`src/rtl/core/ndsf_pkg.sv`:
```
`timescale 1ns / 1ps

package ndsf_pkg;

  // coordinate and segment geometry
  localparam int COORD_W   = 15;
  localparam int NUM_COORD = 4;
  localparam int SEG_W     = COORD_W * NUM_COORD;

  // tolerance register
  localparam int            TOL_W     = 14;
  localparam logic [13:0]   TOL_RESET = 14'd48;

  // reported slot number width
  localparam int SLOT_W = 6;

  // default table size
  localparam int TABLE_DEPTH_DEFAULT = 64;

  // stream word widths
  localparam int IN_DATA_W  = 64;
  localparam int OUT_DATA_W = 8;

  // control sequence
  typedef enum logic [1:0] {
    ST_IDLE,
    ST_SCAN,
    ST_PEND
  } ndsf_state_t;

endpackage

```
`src/rtl/core/ndsf_seg_ram.sv`:
```
`timescale 1ns / 1ps

module ndsf_seg_ram
  import ndsf_pkg::*;
#(
  parameter int DEPTH  = TABLE_DEPTH_DEFAULT,
  parameter int ADDR_W = $clog2(DEPTH)
) (
  input  logic              clk,
  input  logic              wr_en,
  input  logic [ADDR_W-1:0] wr_addr,
  input  logic [SEG_W-1:0]  wr_data,
  input  logic              rd_en,
  input  logic [ADDR_W-1:0] rd_addr,
  output logic [SEG_W-1:0]  rd_data
);

  logic [SEG_W-1:0] mem [DEPTH];
  logic [SEG_W-1:0] rd_data_r;

  // single write port
  always_ff @(posedge clk) begin
    if (wr_en) begin
      mem[wr_addr] <= wr_data;
    end
  end

  // registered read port
  always_ff @(posedge clk) begin
    if (rd_en) begin
      rd_data_r <= mem[rd_addr];
    end
  end

  assign rd_data = rd_data_r;

endmodule

```
`src/rtl/core/ndsf_match.sv`:
```
`timescale 1ns / 1ps

module ndsf_match
  import ndsf_pkg::*;
(
  input  logic [SEG_W-1:0] seg,
  input  logic [SEG_W-1:0] entry,
  input  logic [TOL_W-1:0] tol,
  output logic             near
);

  logic [NUM_COORD-1:0] close;

  // per coordinate: |a - b| < tol
  for (genvar k = 0; k < NUM_COORD; k++) begin : g_coord
    logic signed [COORD_W:0] diff;
    logic        [COORD_W:0] mag;

    assign diff = {seg[k*COORD_W + COORD_W-1], seg[k*COORD_W +: COORD_W]}
                - {entry[k*COORD_W + COORD_W-1], entry[k*COORD_W +: COORD_W]};
    assign mag  = diff[COORD_W] ? (~diff + 1'b1) : diff;
    assign close[k] = mag < {{(COORD_W + 1 - TOL_W){1'b0}}, tol};
  end

  assign near = &close;

endmodule

```
`src/rtl/core/near_duplicate_segment_filter_unit.sv`:
```
`timescale 1ns / 1ps
// sequence: each accepted word is compared with the kept entries in slot order, stopping at
//   the first near duplicate; the fill scanned is the one after an optional start_list clear
// throughput: one entry read per cycle from the segment memory, one segment in flight;
//   the next word is accepted only after the result has been handed to the output register
// reset: synchronous active-low rst_n empties the table (fill count to zero), sets
//   match_tolerance to 48 and clears the output; memory contents are not cleared

module near_duplicate_segment_filter_unit
  import ndsf_pkg::*;
#(
  parameter int TABLE_DEPTH = TABLE_DEPTH_DEFAULT
) (
  input  logic                  clk,
  input  logic                  rst_n,
  // configuration
  input  logic                  cfg_wr_en,
  input  logic [TOL_W-1:0]      cfg_wr_data,
  // input segments
  input  logic                  in_tvalid,
  output logic                  in_tready,
  input  logic [IN_DATA_W-1:0]  in_tdata,   // x_start, y_start, x_end, y_end, zero pad
  input  logic                  in_tuser,   // start_list
  // results
  output logic                  out_tvalid,
  input  logic                  out_tready,
  output logic [OUT_DATA_W-1:0] out_tdata,  // slot_index, zero pad
  output logic [1:0]            out_tuser   // kept, table_overflow
);

  localparam int ADDR_W = $clog2(TABLE_DEPTH);
  localparam int CNT_W  = $clog2(TABLE_DEPTH + 1);
  localparam logic [CNT_W-1:0] DEPTH_C = CNT_W'(TABLE_DEPTH);

  ndsf_state_t state_r, state_nxt;

  logic [TOL_W-1:0]  tol_r;
  logic [SEG_W-1:0]  seg_r, seg_nxt;
  logic [CNT_W-1:0]  count_r, count_nxt;
  logic [CNT_W-1:0]  rd_idx_r, rd_idx_nxt;
  logic              cmp_valid_r, cmp_valid_nxt;
  logic [ADDR_W-1:0] cmp_idx_r, cmp_idx_nxt;

  logic              res_kept_r, res_kept_nxt;
  logic              res_ovf_r, res_ovf_nxt;
  logic [SLOT_W-1:0] res_slot_r, res_slot_nxt;

  logic              out_valid_r, out_valid_nxt;
  logic              out_kept_r, out_kept_nxt;
  logic              out_ovf_r, out_ovf_nxt;
  logic [SLOT_W-1:0] out_slot_r, out_slot_nxt;

  logic              mem_wr_en;
  logic              mem_rd_en;
  logic [SEG_W-1:0]  mem_rd_data;
  logic              hit;
  logic              in_fire;
  logic              out_free;

  // segment table
  ndsf_seg_ram #(
    .DEPTH  (TABLE_DEPTH),
    .ADDR_W (ADDR_W)
  ) u_ram (
    .clk     (clk),
    .wr_en   (mem_wr_en),
    .wr_addr (count_r[ADDR_W-1:0]),
    .wr_data (seg_r),
    .rd_en   (mem_rd_en),
    .rd_addr (rd_idx_r[ADDR_W-1:0]),
    .rd_data (mem_rd_data)
  );

  // closeness test against the entry read last cycle
  ndsf_match u_match (
    .seg   (seg_r),
    .entry (mem_rd_data),
    .tol   (tol_r),
    .near  (hit)
  );

  assign in_tready  = (state_r == ST_IDLE);
  assign in_fire    = in_tvalid & in_tready;
  assign out_free   = ~out_valid_r | out_tready;
  assign out_tvalid = out_valid_r;
  assign out_tdata  = {{(OUT_DATA_W - SLOT_W){1'b0}}, out_slot_r};
  assign out_tuser  = {out_ovf_r, out_kept_r};

  // scan sequencer and result staging
  always_comb begin
    state_nxt     = state_r;
    seg_nxt       = seg_r;
    count_nxt     = count_r;
    rd_idx_nxt    = rd_idx_r;
    cmp_valid_nxt = 1'b0;
    cmp_idx_nxt   = cmp_idx_r;
    res_kept_nxt  = res_kept_r;
    res_ovf_nxt   = res_ovf_r;
    res_slot_nxt  = res_slot_r;
    out_valid_nxt = out_valid_r & ~out_tready;
    out_kept_nxt  = out_kept_r;
    out_ovf_nxt   = out_ovf_r;
    out_slot_nxt  = out_slot_r;
    mem_wr_en     = 1'b0;
    mem_rd_en     = 1'b0;

    unique case (state_r)
      ST_IDLE: begin
        if (in_fire) begin
          seg_nxt    = in_tdata[SEG_W-1:0];
          rd_idx_nxt = '0;
          if (in_tuser) begin
            count_nxt = '0;
          end
          state_nxt = ST_SCAN;
        end
      end
      ST_SCAN: begin
        priority if (cmp_valid_r && hit) begin
          // near duplicate of a stored entry
          res_kept_nxt = 1'b0;
          res_ovf_nxt  = 1'b0;
          res_slot_nxt = SLOT_W'(cmp_idx_r);
          state_nxt    = ST_PEND;
        end else if (rd_idx_r < count_r) begin
          // read the next stored entry
          mem_rd_en     = 1'b1;
          cmp_valid_nxt = 1'b1;
          cmp_idx_nxt   = rd_idx_r[ADDR_W-1:0];
          rd_idx_nxt    = rd_idx_r + 1'b1;
        end else if (count_r < DEPTH_C) begin
          // new segment, append
          mem_wr_en    = 1'b1;
          res_kept_nxt = 1'b1;
          res_ovf_nxt  = 1'b0;
          res_slot_nxt = SLOT_W'(count_r);
          count_nxt    = count_r + 1'b1;
          state_nxt    = ST_PEND;
        end else begin
          // new segment, table full
          res_kept_nxt = 1'b1;
          res_ovf_nxt  = 1'b1;
          res_slot_nxt = '0;
          state_nxt    = ST_PEND;
        end
      end
      ST_PEND: begin
        if (out_free) begin
          out_valid_nxt = 1'b1;
          out_kept_nxt  = res_kept_r;
          out_ovf_nxt   = res_ovf_r;
          out_slot_nxt  = res_slot_r;
          state_nxt     = ST_IDLE;
        end
      end
      default: begin
        state_nxt = ST_IDLE;
      end
    endcase
  end

  // control registers
  always_ff @(posedge clk) begin
    if (!rst_n) begin
      state_r     <= ST_IDLE;
      count_r     <= '0;
      cmp_valid_r <= 1'b0;
      out_valid_r <= 1'b0;
      tol_r       <= TOL_RESET;
    end else begin
      state_r     <= state_nxt;
      count_r     <= count_nxt;
      cmp_valid_r <= cmp_valid_nxt;
      out_valid_r <= out_valid_nxt;
      if (cfg_wr_en) begin
        tol_r <= cfg_wr_data;
      end
    end
  end

  // payload registers
  always_ff @(posedge clk) begin
    seg_r      <= seg_nxt;
    rd_idx_r   <= rd_idx_nxt;
    cmp_idx_r  <= cmp_idx_nxt;
    res_kept_r <= res_kept_nxt;
    res_ovf_r  <= res_ovf_nxt;
    res_slot_r <= res_slot_nxt;
    out_kept_r <= out_kept_nxt;
    out_ovf_r  <= out_ovf_nxt;
    out_slot_r <= out_slot_nxt;
  end

endmodule

```
`config.mk`:
```
export PLATFORM = sky130hd
export DESIGN_NAME = near_duplicate_segment_filter_unit
export DESIGN_NICKNAME = d
export VERILOG_FILES = /design/src/rtl/core/ndsf_pkg.sv /design/src/rtl/core/ndsf_seg_ram.sv /design/src/rtl/core/ndsf_match.sv /design/src/rtl/core/near_duplicate_segment_filter_unit.sv
export SDC_FILE = /design/constraint.sdc
export NUM_CORES = 2
export LEC_CHECK = 0
export BUFFER_PORTS_ARGS = -buffer_cell sky130_fd_sc_hd__buf_2
export CORE_MARGIN = 5
export CORE_UTILIZATION = 30
export DETAILED_ROUTE_END_ITERATION = 16
export MAX_ROUTING_LAYER = met4
export PLACE_DENSITY = 0.48
export SYNTH_ARGS = -nofsm -noshare
export SYNTH_HDL_FRONTEND = slang
export SYNTH_SLANG_ARGS = --single-unit
```
`constraint.sdc`:
```
create_clock -name clk -period 16.25 [get_ports clk]
set_input_delay 0.8125 -clock clk [delete_from_list [all_inputs] [get_ports clk]]
set_output_delay 0.8125 -clock clk [all_outputs]
set_load 0.02 [all_outputs]
```
* Word-level counts from Yosys, hierarchy flattened
Memory sizes are Yosys's and may differ from the RTL's. A register that Yosys moved wholly into a read port is not among the register bits.
Cells that the tools add are included.
** Storage, ports and cells
- ROM bits :: 0
- Latch bits :: 0
- Word-level logic and storage cells :: 99
- Bits in registers :: 114
- Memories :: 1
- Bits in writable memories :: 3840
** Operators by class
- Add/sub/neg operators :: 10
- Shift-type cells :: 0
- $lt $le $gt $ge :: 6
- Div/mod/pow operators :: 0
- Bitwise gates (word level) :: 10
- Multiplexer cells :: 36
- Equality and inequality tests :: 11
- $mul :: 0
- Reductions and logical operators :: 11
** Memories
- u_ram.mem :: words 64, bits a word 60, rd ports 1, clocked after memory_dff 1, wr ports 1, RTL line ndsf_seg_ram.sv:18 : logic [SEG_W-1:0] mem [DEPTH];
** Operator list (count)
- adder 16 x 1 -> 16 bit (second input constant) :: 4
- < comparator 16 x 14 -> 1 bit :: 4
- two-way mux 16 bit :: 4
- inverter 16 bit :: 4
- subtractor 15 x 15 -> 16 bit :: 4
- two-way mux 7 bit :: 8
- case mux 7 bit (2 select lines) :: 2
- two-way mux 6 bit :: 3
- adder 7 x 1 -> 7 bit (second input constant) :: 2
- two-way mux 1 bit :: 14
- inequality test 2 bit (second input constant) :: 6
- two-way mux 2 bit :: 4
- AND reduction 4 bit :: 2
- < comparator 7 bit :: 1
- < comparator 7 bit (second input constant) :: 1
- case mux 2 bit (3 select lines) :: 1
- AND reduction 2 bit :: 3
- AND reduction 3 bit :: 2
- AND reduction 6 bit :: 1
- inequality test 2 x 1 -> 1 bit (second input constant) :: 2
- inequality test 3 bit (second input constant) :: 1
- inverter 1 bit :: 3
- bitwise AND 1 bit :: 2
- equality test 2 x 1 -> 1 bit (second input constant) :: 1
- other kinds (5) :: 5

* Logic depth before layout (Yosys ltp)
- Word-level depth :: 11
- Mapped depth :: 25

* Cells and area by module
A second synthesis with hierarchy kept.
** Second synthesis, totals
- Cell total of the unflattened synthesis :: 7175
- Area, all modules :: 156898.0 µm²
** Modules (own cells, without submodules)
- ndsf_seg_ram :: area an instance 147111.1 µm², cells an instance 6093, seq. area each 117112.3 µm², instances 1
- ndsf_match :: area an instance 5660.4 µm², cells an instance 814, seq. area each 0.0 µm², instances 1
- near_duplicate_segment_filter_unit :: area an instance 4126.5 µm², cells an instance 268, seq. area each 3173.0 µm², instances 1

* Least setup slack after synthesis
OpenSTA, ideal clock, no wires.
- Kind :: flip-flop to flip-flop
- Start point :: register seg_r[0]
- End point :: memory u_ram.mem[7][0] in the netlist's numbering (enable)
- Stages on the path, launching flop included :: 24
- Setup slack :: 6.764 ns
- Arrival time :: 8.934 ns
- Data required time :: 15.698 ns
- Setup time :: 0.552 ns
- Clock period less this slack :: 9.486 ns
- Cell sequence :: edfxtp_1 > inv_1 > ha_1 > inv_1 > fa_1 > a211oi_1 > o21ai_0 > a21boi_0 > xnor2_1 > or4b_1 > o31ai_1 > xnor2_1 > ha_1 > nand2_1 > o21ai_1 > a2111oi_0 > a211oi_1 > or4b_2 > a221o_1 > a2111oi_4 > nand3_4 > buf_4 > nand2_2 > nor3_1
** On the way
- Cells in the longest elaborated chain, start to end :: 11
** RTL lines
- from (decl) :: RTL line near_duplicate_segment_filter_unit.sv:38 : logic [SEG_W-1:0] seg_r, seg_nxt;
- from (signal assigned) :: RTL line near_duplicate_segment_filter_unit.sv:183 : seg_r <= seg_nxt;
- subtractor 15 x 15 -> 16 bit (*) :: RTL line ndsf_match.sv:20 : - {entry[k*COORD_W + COORD_W-1], entry[k*COORD_W +: COORD_W]};
- inverter 16 bit :: RTL line ndsf_match.sv:21 : assign mag = diff[COORD_W] ? (~diff + 1'b1) : diff;
- adder 16 x 1 -> 16 bit :: RTL line ndsf_match.sv:21
- two-way mux 16 bit (*) :: RTL line ndsf_match.sv:21
- < comparator 16 x 14 -> 1 bit (*) :: RTL line ndsf_match.sv:22 : assign close[k] = mag < {{(COORD_W + 1 - TOL_W){1'b0}}, tol};
- AND reduction 4 bit (*) :: RTL line ndsf_match.sv:25 : assign near = &close;
- logical AND 1 bit (*) :: RTL line near_duplicate_segment_filter_unit.sv:119 : priority if (cmp_valid_r && hit) begin
- two-way mux 1 bit (*) :: RTL line near_duplicate_segment_filter_unit.sv:119
- two-way mux 1 bit (*) :: RTL line near_duplicate_segment_filter_unit.sv:107 : unique case (state_r)
- two-way mux 1 bit (*) :: RTL line ndsf_seg_ram.sv:23 : if (wr_en) begin
- two-way mux 1 bit (not written as such) (*) :: RTL line ndsf_seg_ram.sv:24 : mem[wr_addr] <= wr_data;
- to (decl) :: RTL line ndsf_seg_ram.sv:18
Every way passes the cells marked *; elsewhere a longest branch is shown, timed or not.

* Final worst setup path
- Start point :: register seg_r[0]
- End point :: memory u_ram.mem[38][34] in the netlist's numbering (enable)
Same word-level chain as after synthesis.

==> impl_metrics.ini <==
[setup_path]
worst_ep_arrival_time_ns = 9.79
critPathTopFamily = simple AND/OR/NAND/NOR gates
worstSetupPathType = flop to flop
cp_common_cell = buf_4
max_stage_delay_ns = 0.91
cp-start-kind = flop
worst-path-buf-inv = 5
worstPathMaxFanout = 65
crit_path_end_kind = flop
required_worst_endpoint_ns = 16.84
cpMaxStageDelayCell = nor2_4

[global_route]
groute.usage.overall_pct = 17.4
grt_start_max_net_pins = 115
antenna_found_initial = 27
first_pass_grt_wire_length_um = 639000
total_overflow_reported_by_the_global_router = 0
first_global_vias = 76900

[placed_design]
place.gp.congestion = 0.850
dpl.cell_count = 13600
number_of_buffer_cells_added_on_primary_ports = 89
detailed_place_hpwl_um = 249000

[timing]
final_slew_violations = 0
final_min_period_over_clock_period_pct = 56.7
clock.fmax_mhz = 109
worst_clock_skew_ns = 0.0480
totalNegativeSetupSlack_ns = 0
hold_viol = 0
finalCriticalPeriod_ns = 9.21
tightestPinTransition_ns = 1.41
grt_setup_unrepaired = no
timing.final.setup_violations = 0
max-slew-margin-rel_pct = 6.07

[clock_tree]
cts_htree_levels = 5
cts.sink_count = 4014
worst_setup_hold_path_clk_slew_ns = 0.06
worst_skew_pair.late_latency_ns = 0.99
cts_tree = yes
numCtsBuffers = 429
cts_root_buf = clkbuf_16
ctsLongestPathBuffers = 4
cts_resized = 0

[finish]
finalNetCount = 7376
layout-drive-gt1-share_pct = 30.8
multi_input_area_mm2 = 0.0355
fillerInstances = 48000
final_cell_count_no_fill = 14500
layout-area-overhead-vs-synth_pct = 15.9
seqCellArea_mm2 = 0.120

[die]
die_w_um = 733
start_util_pct = 30.1
dieHeight_um = 733
design.die.area_mm2 = 0.538
design.core.area_mm2 = 0.521
pin_count = 96
placement_rows = 265

[synthesis]
synth_async_sr_flop_share_pct = 0
yosys_register_bits = 4014
synthesis.yosys.warnings = 0
yosysMostFrequentCell = edfxtp_1
synth_largest_area_cell = edfxtp_1
synth_area_per_cell_um2 = 23.7
synth_enable_flop_cells = 3989
synth_sequential_area_ratio_pct = 76.6
yosys_most_used_dff = edfxtp_1
synthDominantCellAreaShare_pct = 76.3
yosys.cell_types.count = 93
postSynthCellCount = 6630
synth_commonest_cells = 3989 x edfxtp_1, 1260 x mux4_2, 226 x clkbuf_1
post_synth_instance_area_mm2 = 0.157
synth.area.top_cells = edfxtp_1 76%, mux4_2 18%, ha_1 0.99%, clkbuf_1 0.54%, nor2_1 0.38%

[route]
drt_pre_antenna_iters = 8
detail_route.vias_per_cell = 5.22
avgRoutedWirePerCell_um = 32.1
drc = 0
antenna_left = 0
route.final.wire_length_um = 465000
first_iter_violations = 9021
via_count = 75600

[min_path]
holdCritPathClass = primary input to flop

[job]
timing.max_cap.violations = 0

[power]
p_comb_share_pct = 10.3
clock_power_share_pct = 41.0
power_switching_uw = 5510
ir_worst_vdd_mv = 0.0912
p_per_area_mw_per_mm2 = 130
internal_power_uw = 18200
netSwitchingFraction_pct = 23.3
pwr-share-seq_pct = 48.7
power.leakage_uw = 0.0557

[run_status]
status = finished clean
==> cell type report <==
type | instances | share of cell area, %
antenna | 4 | 0.00550
clock buffer | 522 | 6.17
clock inverter | 262 | 1.46
inverter | 116 | 0.245
multi-input combinational | 2190 | 19.5
sequential | 4014 | 66.1
tap | 6942 | 4.77
timing repair buffer | 413 | 1.72
==> routing by layer <==
layer | global-route usage, % | vias up | routed length [um] | part of all wire (%)
li1 | - | 29700 | - | -
met1 | 24.6 | 42500 | 205000 | 44
met2 | 26.7 | 2785 | 218000 | 47
met3 | 2.52 | 640 | 30500 | 6.6
met4 | 3.91 | 0 | 11000 | 2.4
met5 | - | - | 0 | 0
==> cells by family (layout without fill, tap and decap cells) <==
| family | count (synthesis) | after routing | synth area share (%) |
|---|---|---|---|
| flip-flops | 4014 | 4014 | 76.6 |
| multiplexers | 1279 | 1279 | 18.2 |
| buffers and inverters | 427 | 1313 | 1.04 |
| AND/OR/NAND/NOR | 399 | 399 | 1.25 |
| AO/OA/AOI/OAI | 297 | 297 | 1.35 |
| adder cells (fa/ha/maj) | 128 | 128 | 1.04 |
| XOR/XNOR | 85 | 85 | 0.474 |
| other | 1 | 6 | 0.00239 |
==> through the flow <==
step	hold WS, ns	power [uW]	utilization, %	instance area, um^2	setup slack, ns
final	0.0840	23700	34.9	182000	7.04
after global placement	0.413	14200	32.1	167000	6.96
after detailed placement	0.416	14200	32.1	167000	7.12
after global routing	0.0280	24500	34.9	182000	6.66
after floorplan	0.400	13400	-	157000	6.76
after CTS	0.00134	24000	34.9	182000	7.09
==> timing repair <==
action                    in CTS  in global routing
hold buffers                  57                  0
hold endpoints to repair      57                  0
setup buffers                  0                  0
==> worst paths after layout <==
kind	startpoint	endpoint	slack, ns	depth (start not counted)
max	seg_r[0]$_DFFE_PP_	u_ram.mem[38][34]$_DFFE_PP_	7.04	25
min reg2reg	res_slot_r[5]$_DFFE_PP_	out_slot_r[5]$_DFFE_PP_	0.43	0
min	in_tdata[3]	seg_r[3]$_DFFE_PP_	0.08	1
max reg2reg	seg_r[0]$_DFFE_PP_	u_ram.mem[38][34]$_DFFE_PP_	7.04	25
==> layout by cell type (no fill, tap or decap), types with 10 or more instances in the layout <==
cell,instances
buf_2,89
clkbuf_16,433
bufinv_16,43
inv_6,12
nor2_4,56
and2_1,12
clkbuf_1,84
inv_1,112
o31ai_1,12
dfxtp_1,25
buf_4,259
nand2_1,72
o21a_1,17
a21o_1,25
nand2b_1,11
xor2_1,31
clkinvlp_4,11
a21oi_1,68
mux4_2,1260
xnor2_1,54
clkinv_2,73
mux2i_1,13
clkinv_1,106
nor2_1,101
nor3_1,18
ha_1,124
edfxtp_1,3989
nor2b_1,20
dlygate4sd3_1,57
o21ai_0,45
a31oi_1,10
nand3_1,38
==> power by group through the flow <==
stage,Sequential (uW),Clock (uW),Combinational (uW)
3_5_place_dp,11800,0,2480
6_report,11500,9700,2450
4_1_cts,11500,9930,2500
2_1_floorplan,11900,0,1570
3_3_place_gp,11800,0,2470
5_1_grt,11500,10400,2630
==> state kept, by name (all words and copies together), names as in the netlist <==
name           flops
out_tvalid         1
seg_r             60
res_ovf_r          1
out_kept_r         1
count_r            7
res_slot_r         6
u_ram.rd_data     60
u_ram.mem       3840
cmp_idx_r          6
res_kept_r         1
cmp_valid_r        1
out_ovf_r          1
rd_idx_r           7
out_slot_r         6
tol_r             14
state_r            2
==> worst reg2reg max path, stage by stage, from the launching register on <==
cell and delay [ns]:
edfxtp_1 0.35, buf_4 0.31, inv_1 0.16, ha_1 0.18, inv_1 0.06, fa_1 0.41, a211oi_1 0.42, o21ai_0 0.15
a21boi_0 0.30, xnor2_1 0.17, or4b_1 0.56, o31ai_1 0.31, xnor2_1 0.10, ha_1 0.33, nand2_1 0.06, o21ai_1 0.19
a2111oi_0 0.10, a211oi_1 0.79, or4b_2 0.27, a221o_1 0.15, a2111oi_4 0.09, nand3_4 0.34, nand4b_2 0.57, nor2_4 0.92
buf_4 0.67, buf_4 0.79
(Power assumes the default switching activity.)
